`src/rtl/ascii_number_parser_core_macros.svh`:
```
// Assertion macros for the parser RTL, included by the accumulator.
`ifndef ASCII_NUMBER_PARSER_CORE_MACROS_SVH
`define ASCII_NUMBER_PARSER_CORE_MACROS_SVH

// Same-cycle implication, checked on clk outside reset.
`define ANP_ASSERT_IMPLY(name, ante, cons, msg) \
  name: assert property (@(posedge clk) disable iff (rst) (ante) |-> (cons)) \
    else $error(msg);

// Next-cycle implication, checked on clk outside reset.
`define ANP_ASSERT_NEXT(name, ante, cons, msg) \
  name: assert property (@(posedge clk) disable iff (rst) (ante) |=> (cons)) \
    else $error(msg);

`endif

```
`src/rtl/anp_pkg.sv`:
```
// Types and constants shared by the ASCII number parser.
package anp_pkg;

  localparam int QUEUE_DEPTH = 2;
  localparam int QUEUE_PTR_BITS = 1;
  localparam int QUEUE_CNT_BITS = 2;

  localparam logic [2:0] MODE_START = 3'd0;
  localparam logic [2:0] MODE_ZERO  = 3'd1;
  localparam logic [2:0] MODE_HEX   = 3'd2;
  localparam logic [2:0] MODE_NEG   = 3'd3;
  localparam logic [2:0] MODE_POS   = 3'd4;

  localparam logic [7:0] CH_MINUS = 8'h2D;
  localparam logic [7:0] CH_ZERO  = 8'h30;
  localparam logic [7:0] CH_X     = 8'h78;
  localparam logic [3:0] HEX_LETTER_OFFSET = 4'd9;

  typedef struct packed {
    logic       last;
    logic       is_dec;
    logic       is_hex;
    logic       is_minus;
    logic       is_zero;
    logic       is_x;
    logic [3:0] digit;
  } anp_item_t;

endpackage

```
`src/rtl/anp_front.sv`:
```
// Character classifier: decodes each incoming character into a parser item.
module anp_front (
  input  logic [7:0]        ch,
  input  logic              last,
  output anp_pkg::anp_item_t item
);
  import anp_pkg::*;

  logic dec_hit;
  logic letter_hit;

  always_comb begin
    dec_hit    = ch inside {[8'h30:8'h39]};
    letter_hit = ch inside {[8'h41:8'h46], [8'h61:8'h66]};
    item.last     = last;
    item.is_dec   = dec_hit;
    item.is_hex   = dec_hit | letter_hit;
    item.is_minus = (ch == CH_MINUS);
    item.is_zero  = (ch == CH_ZERO);
    item.is_x     = (ch == CH_X);
    item.digit    = dec_hit ? ch[3:0] : ch[3:0] + HEX_LETTER_OFFSET;
  end

endmodule

```
`src/rtl/anp_queue.sv`:
```
// Two-entry queue between the classifier and the accumulator.
module anp_queue (
  input  logic               clk,
  input  logic               rst,
  input  logic               push,
  input  anp_pkg::anp_item_t push_item,
  output logic               not_full,
  input  logic               pop,
  output logic               not_empty,
  output anp_pkg::anp_item_t pop_item
);
  import anp_pkg::*;

  anp_item_t                 mem [QUEUE_DEPTH];
  logic [QUEUE_PTR_BITS-1:0] wr_ptr;
  logic [QUEUE_PTR_BITS-1:0] rd_ptr;
  logic [QUEUE_CNT_BITS-1:0] count;
  logic                      do_push;
  logic                      do_pop;

  assign not_full  = (count != QUEUE_CNT_BITS'(QUEUE_DEPTH));
  assign not_empty = (count != '0);
  assign do_push   = push & not_full;
  assign do_pop    = pop & not_empty;
  assign pop_item  = mem[rd_ptr];

  always_ff @(posedge clk) begin
    if (do_push) begin
      mem[wr_ptr] <= push_item;
    end
  end

  always_ff @(posedge clk) begin
    if (rst) begin
      wr_ptr <= '0;
      rd_ptr <= '0;
      count  <= '0;
    end else begin
      if (do_push) begin
        wr_ptr <= wr_ptr + 1'b1;
      end
      if (do_pop) begin
        rd_ptr <= rd_ptr + 1'b1;
      end
      if (do_push && !do_pop) begin
        count <= count + 1'b1;
      end else if (do_pop && !do_push) begin
        count <= count - 1'b1;
      end
    end
  end

endmodule

```
`src/rtl/anp_back.sv`:
```
// Accumulator: runs the parse modes and registers the finished value.
`include "ascii_number_parser_core_macros.svh"

module anp_back #(
  parameter int VALUE_BITS = 32
) (
  input  logic               clk,
  input  logic               rst,
  input  logic               q_valid,
  input  anp_pkg::anp_item_t q_item,
  output logic               pop,
  output logic               value_valid,
  input  logic               value_ready,
  output logic [31:0]        value
);
  import anp_pkg::*;

  logic [VALUE_BITS-1:0] acc;
  logic [VALUE_BITS-1:0] acc_next;
  logic [2:0]            mode;
  logic [2:0]            mode_next;
  logic                  stopped;
  logic                  stopped_next;
  logic [VALUE_BITS-1:0] acc_in;
  logic                  stop_in;
  logic [VALUE_BITS-1:0] dec_acc;
  logic [VALUE_BITS-1:0] hex_acc;
  logic                  take_dec;
  logic                  take_hex;
  logic signed [VALUE_BITS-1:0] result;

  assign pop = q_valid & (~value_valid | value_ready);

  always_comb begin
    acc_in  = (mode == MODE_START) ? '0 : acc;
    stop_in = (mode == MODE_START) ? 1'b0 : stopped;
    dec_acc = (acc_in << 3) + (acc_in << 1) + VALUE_BITS'(q_item.digit);
    hex_acc = {acc_in[VALUE_BITS-5:0], q_item.digit};
    take_dec = 1'b0;
    take_hex = 1'b0;
    mode_next = mode;
    case (mode)
      MODE_START: begin
        if (q_item.is_minus) begin
          mode_next = MODE_NEG;
        end else if (q_item.is_zero) begin
          mode_next = MODE_ZERO;
        end else begin
          mode_next = MODE_POS;
          take_dec  = 1'b1;
        end
      end
      MODE_ZERO: begin
        if (q_item.is_x) begin
          mode_next = MODE_HEX;
        end else begin
          mode_next = MODE_POS;
          take_dec  = 1'b1;
        end
      end
      MODE_HEX: begin
        take_hex = 1'b1;
      end
      default: begin
        take_dec = 1'b1;
      end
    endcase
    acc_next     = acc_in;
    stopped_next = stop_in;
    if (!stop_in) begin
      if (take_dec) begin
        if (q_item.is_dec) begin
          acc_next = dec_acc;
        end else begin
          stopped_next = 1'b1;
        end
      end else if (take_hex) begin
        if (q_item.is_hex) begin
          acc_next = hex_acc;
        end else begin
          stopped_next = 1'b1;
        end
      end
    end
    result = (mode_next == MODE_NEG) ? -acc_next : acc_next;
  end

  always_ff @(posedge clk) begin
    if (rst) begin
      acc         <= '0;
      mode        <= MODE_START;
      stopped     <= 1'b0;
      value_valid <= 1'b0;
    end else begin
      if (pop && q_item.last) begin
        value_valid <= 1'b1;
      end else if (value_ready) begin
        value_valid <= 1'b0;
      end
      if (pop) begin
        if (q_item.last) begin
          acc     <= '0;
          mode    <= MODE_START;
          stopped <= 1'b0;
        end else begin
          acc     <= acc_next;
          mode    <= mode_next;
          stopped <= stopped_next;
        end
      end
    end
  end

  always_ff @(posedge clk) begin
    if (pop && q_item.last) begin
      value <= 32'(result);
    end
  end

  `ANP_ASSERT_NEXT(a_last_restarts, pop && q_item.last, mode == MODE_START, "mode not restarted")
  `ANP_ASSERT_NEXT(a_result_source, !value_valid && !(pop && q_item.last), !value_valid, "spurious result")
  `ANP_ASSERT_IMPLY(a_stop_mode, stopped, mode != MODE_START && mode != MODE_ZERO, "stopped in prefix")
  `ANP_ASSERT_IMPLY(a_stall_blocks_pop, value_valid && !value_ready, !pop, "pop while result stalled")

endmodule

```
`src/rtl/ascii_number_parser_core.sv`:
```
// ASCII number parser: streams one character per cycle and emits a signed
// integer on the character flagged last. A leading "0x" selects hex digits,
// a leading '-' a negated decimal number, anything else a positive decimal
// number; the first invalid character freezes the value and the rest of the
// string is ignored. Arithmetic wraps modulo 2^VALUE_BITS and the result is
// sign-extended or cut to 32 bits. One character is accepted every cycle
// while the result output is not stalled; the accumulator's shift-add is
// combinational. A result is presented once its last character has passed
// through the two-entry queue and the accumulator has popped it into the
// value register.
module ascii_number_parser_core #(
  parameter int VALUE_BITS = 32
) (
  input  logic        clk,
  input  logic        rst,
  input  logic        ch_valid,
  output logic        ch_ready,
  input  logic [7:0]  ch,
  input  logic        last,
  output logic        value_valid,
  input  logic        value_ready,
  output logic [31:0] value
);
  import anp_pkg::*;

  anp_item_t front_item;
  anp_item_t q_item;
  logic      q_valid;
  logic      q_pop;

  anp_front u_front (
    .ch   (ch),
    .last (last),
    .item (front_item)
  );

  anp_queue u_queue (
    .clk       (clk),
    .rst       (rst),
    .push      (ch_valid),
    .push_item (front_item),
    .not_full  (ch_ready),
    .pop       (q_pop),
    .not_empty (q_valid),
    .pop_item  (q_item)
  );

  anp_back #(
    .VALUE_BITS (VALUE_BITS)
  ) u_back (
    .clk         (clk),
    .rst         (rst),
    .q_valid     (q_valid),
    .q_item      (q_item),
    .pop         (q_pop),
    .value_valid (value_valid),
    .value_ready (value_ready),
    .value       (value)
  );

endmodule
```
`config.mk`:
```
export PLATFORM = sky130hd
export DESIGN_NAME = ascii_number_parser_core
export DESIGN_NICKNAME = d
export VERILOG_FILES = /design/src/rtl/anp_pkg.sv /design/src/rtl/anp_front.sv /design/src/rtl/anp_queue.sv /design/src/rtl/anp_back.sv /design/src/rtl/ascii_number_parser_core.sv
export VERILOG_INCLUDE_DIRS = /design/src /design/src/rtl
export SDC_FILE = /design/constraint.sdc
export NUM_CORES = 1
export LEC_CHECK = 0
export ABC_CLOCK_PERIOD_IN_PS = 6000
export BUFFER_PORTS_ARGS = -buffer_cell sky130_fd_sc_hd__buf_2
export CAP_MARGIN = 20
export CELL_PAD_IN_SITES_DETAIL_PLACEMENT = 1
export CELL_PAD_IN_SITES_GLOBAL_PLACEMENT = 2
export CORE_MARGIN = 3
export CORE_UTILIZATION = 38
export DETAILED_ROUTE_END_ITERATION = 16
export PLACE_DENSITY_LB_ADDON = 0.1
export SLEW_MARGIN = 30
export SYNTH_ARGS = -nofsm -noshare
export SYNTH_HDL_FRONTEND = slang
export SYNTH_HIERARCHICAL = 1
export SYNTH_SLANG_ARGS = --single-unit
```
`constraint.sdc`:
```
create_clock -name clk -period 6 [get_ports clk]
set_input_delay 0.3 -clock clk [delete_from_list [all_inputs] [get_ports clk]]
set_output_delay 0.3 -clock clk [all_outputs]
set_load 0.05 [all_outputs]
```
==> metrics.cfg <==
[route]
detail_route.drc_violations=0
routedWlPerCell_microns=23.3
route.antenna.remaining_nets=0
starting_drt_drc_count=611
vias=7786
post_route_wl_microns=29800
detail_route.vias_per_cell=6.07
drtPass1Iterations=6

[logic_synthesis]
synth.yosys.seq_area_share_pct=29.4
syn-instance-count=986
synthesis.nets=1060
synth.largest_area_cell=sky130_fd_sc_hd__edfxtp_1
synth_enable_flop_cells=52
synth.avg_cell_area_sq_um=8.29
synth_async_sr_flop_share_pct=0
synth_most_common_cell=sky130_fd_sc_hd__nor2_1
netlist_top_cells_area=sky130_fd_sc_hd__edfxtp_1 19%, sky130_fd_sc_hd__dfxtp_1 10%, sky130_fd_sc_hd__ha_1 9.2%, sky130_fd_sc_hd__a21oi_1 5.4%, sky130_fd_sc_hd__nor2_1 5.4%
ys.warnings.count=6
synth.ff_latch_count=94
synthesis.area_sq_um=8180
most_instantiated_cells_after_synthesis=118 x sky130_fd_sc_hd__nor2_1, 89 x sky130_fd_sc_hd__a21oi_1, 81 x sky130_fd_sc_hd__nand2_1
synth_flop_cell=sky130_fd_sc_hd__edfxtp_1
yosys.cell_types.count=92
synth_largest_type_area_fraction_pct=19.1

[global_routing]
global_route_wire_length_before_repair_microns=45700
grt_antenna_before_repair=0
grt_pass1_vias=7795
met1_usage_pct=33.0
grt-busiest-layer=met2
globalRouteTotalUtil_pct=24.7
grt_max_degree=43
globalRouteMet3Util_pct=3.04
groute.layer.met2.usage_pct=42.5
global_route_overflow=0

[timing]
slew_headroom_pct=37.7
post-route-period-util_pct=86.3
setup_repair_after_global_routing_missed_its_margin=false
number_of_failing_hold_endpoints_at_the_final_stage=0
report.final.setup_viol=0
clock-skew-final_ps=8.36
final_period_minus_worst_setup_slack_ps=5180
max_clock_freq_ghz=0.193
slew_of_the_pin_with_the_lowest_slew_margin_ps=935
setup_total_negative_slack_ps=0
final-max-slew-violation-count=0

[clocking]
cts_root_buffer=sky130_fd_sc_hd__clkbuf_16
worst_skew_pair.late_latency_ps=350
cts.hold.buffers_added=0
cts_resized=0
cts-buffers-inserted=9
cts_tree=done
cts.path.max_buffers=2
clkSinkCount=94
worst_setup_hold_path_clk_slew_ps=70
count_of_h_tree_levels_built_during_cts=3
cts_setup_buffers=0

[power]
p_leak_nw=3.62
p_int_w=0.00225
sequentialPowerShare_pct=22.3
power.ir.vdd_worst_uv=285
power_density_nw_per_um2=526
comb_power_share_pct=64.1
swShare_pct=52.5
power_switching_w=0.00248
power.clock.fraction_pct=13.6

[critical_path]
worstSetupEndpointType=register
r2r.worst_path.cells=17
startpoint_of_the_worst_slack_reg_to_reg_timing_path=u_back/mode[0]$_SDFFE_PP0P_
worstReg2RegEnd=u_back/value[30]$_DFFE_PP_
timing.critical_path.required_ps=6100
worst-endpoint-arrival_ps=5280
rrSetupSlack_ps=820
setup.worst_path.class=reg -> reg
critical_path.startpoint_type=register
worstPathMaxFanout=38

[min_path]
hold-path-cell-count=1
worstHoldStart=last
worstHoldEndpoint=u_queue/mem[0][9]$_DFFE_PP_
worst_hold_class=in -> reg

[die]
initial_core_util_pct=38.8
core-area_sq_um=21100
core.rowCount=53
design.portCount=47
floorplan.die_area_sq_um=23300
die-width_microns=153
floorplan.die.height_microns=153

[place]
port_buffers=46
dpl.hpwl_microns=22400
routabilityCongestion=0.864
placed_area_sq_um=8650

[cells_and_area]
final_design_area_no_fill_sq_um=8980
fill_cells=2529
area_growth_pct=9.87
diode_insertion_count_for_antenna_repair=0
post_route_cells_drive_above_1_share_pct=12.8
fin_nets=1076

[run_status]
outcome=finished, final reports clean

[job]
max-cap-violations=0

worst max-delay path by stage:
| stage | start | end | slack (ps) | depth (start not counted) |
|---|---|---|---|---|
| after floorplan | u_back/mode[0]$_SDFFE_PP0P_ | u_back/value[29]$_DFFE_PP_ | 1340 | 20 |
| after global placement | u_back/mode[0]$_SDFFE_PP0P_ | u_back/value[27]$_DFFE_PP_ | 1020 | 17 |
| after detailed placement | u_back/mode[0]$_SDFFE_PP0P_ | u_back/value[31]$_DFFE_PP_ | 890 | 17 |
| after CTS | u_back/mode[0]$_SDFFE_PP0P_ | u_back/value[31]$_DFFE_PP_ | 860 | 17 |
| after global routing | u_back/mode[0]$_SDFFE_PP0P_ | u_back/value[28]$_DFFE_PP_ | 510 | 17 |
| final | u_back/mode[0]$_SDFFE_PP0P_ | u_back/value[30]$_DFFE_PP_ | 820 | 17 |
flip-flops by register name (all words and copies together), names as in the netlist, named ones only:
| name | count |
|---|---|
| u_back/acc | 32 |
| u_back/value | 32 |
| u_queue/mem | 20 |
| u_back/mode | 3 |
| u_queue/count | 2 |
| u_back/stopped | 1 |
| u_back/value_valid | 1 |
| u_queue/rd_ptr | 1 |
| u_queue/wr_ptr | 1 |
worst max-delay path, cell delays in order, from the launching register on:
cell                        delay, ps
sky130_fd_sc_hd__dfxtp_1          310
sky130_fd_sc_hd__or3_1            520
sky130_fd_sc_hd__buf_12           240
sky130_fd_sc_hd__and2_1           200
sky130_fd_sc_hd__ha_1             290
sky130_fd_sc_hd__ha_1             160
sky130_fd_sc_hd__inv_1             50
sky130_fd_sc_hd__fa_1             390
sky130_fd_sc_hd__nor2b_1          220
sky130_fd_sc_hd__o2111ai_1        180
sky130_fd_sc_hd__a21oi_1          430
sky130_fd_sc_hd__o21ai_0          150
sky130_fd_sc_hd__a31oi_1          430
sky130_fd_sc_hd__o2111ai_1        270
sky130_fd_sc_hd__nor3_2           340
sky130_fd_sc_hd__nand3b_1         250
sky130_fd_sc_hd__o31ai_1          360
sky130_fd_sc_hd__xnor2_1           90
cell usage in the layout, fill, tap and decap left out, drive strengths merged, types with 6 or more instances in the layout:
cell and n:
o21a 7, buf 66, nand2 82, nand3 23
a22oi 24, edfxtp 52, inv 30, o22ai 9
mux2 13, a211oi 7, and3 12, nor3 22
a221oi 6, and2 24, a31oi 9, o211ai 18
mux2i 8, dfxtp 42, a21o 7, o21ai 68
o31ai 12, nand2b 13, nand3b 6, o221ai 7
or3 11, xor2 17, clkbuf 9, a21oi 92
nor2 119, ha 60, or2 9, xnor2 31
nand4 7
per-stage QoR:
| stage | setup WS [ps] | util [%] | hold slack (ps) | total power (W) | instances |
|---|---|---|---|---|---|
| floorplan | 1340 | - | 369 | 0.00320 | 986 |
| global placement | 1020 | 41.0 | 493 | 0.00402 | 1266 |
| detailed placement | 886 | 41.0 | 494 | 0.00406 | 1266 |
| CTS | 858 | 42.6 | 129 | 0.00472 | 1282 |
| global route | 509 | 42.6 | 140 | 0.00499 | 1282 |
| finish | 820 | 42.6 | 140 | 0.00472 | 1282 |
routing by layer:
layer  routed length, microns  part of all wire (%)
met5                        0                     0
met4                      585                   2.0
met3                     1110                   3.7
met2                    14500                    49
met1                    13600                    46
cell type report:
| type | instances | area (sq um) | area share, % |
|---|---|---|---|
| multi-input combinational | 805 | 5420 | 60.3 |
| sequential | 94 | 2400 | 26.7 |
| timing repair buffer | 66 | 393 | 4.37 |
| tap | 275 | 344 | 3.83 |
| clock buffer | 9 | 225 | 2.51 |
| clock inverter | 7 | 104 | 1.16 |
| inverter | 26 | 97.6 | 1.09 |
power groups by stage:
stage	clock, W	sequential, W	combinational, W
detailed placement	0	0.00107	0.00299
CTS	0.000655	0.00106	0.00301
finish	0.000640	0.00106	0.00303
global placement	0	0.00107	0.00295
global route	0.000680	0.00108	0.00323
floorplan	0	0.00141	0.00179
logic make-up (layout without fill, tap and decap cells):
logic type	count (synthesis)	count (layout)	synth area share, %
AOI/OAI and AO/OA	318	318	26.6
buffers and inverters	87	108	4.58
muxes	21	21	2.77
xor gates and xnor gates	48	48	5.14
DFF	94	94	29.4
adders and majority gates	61	61	9.43
and+or+nand+nor	357	357	22.1
(Power assumes the default switching activity.)
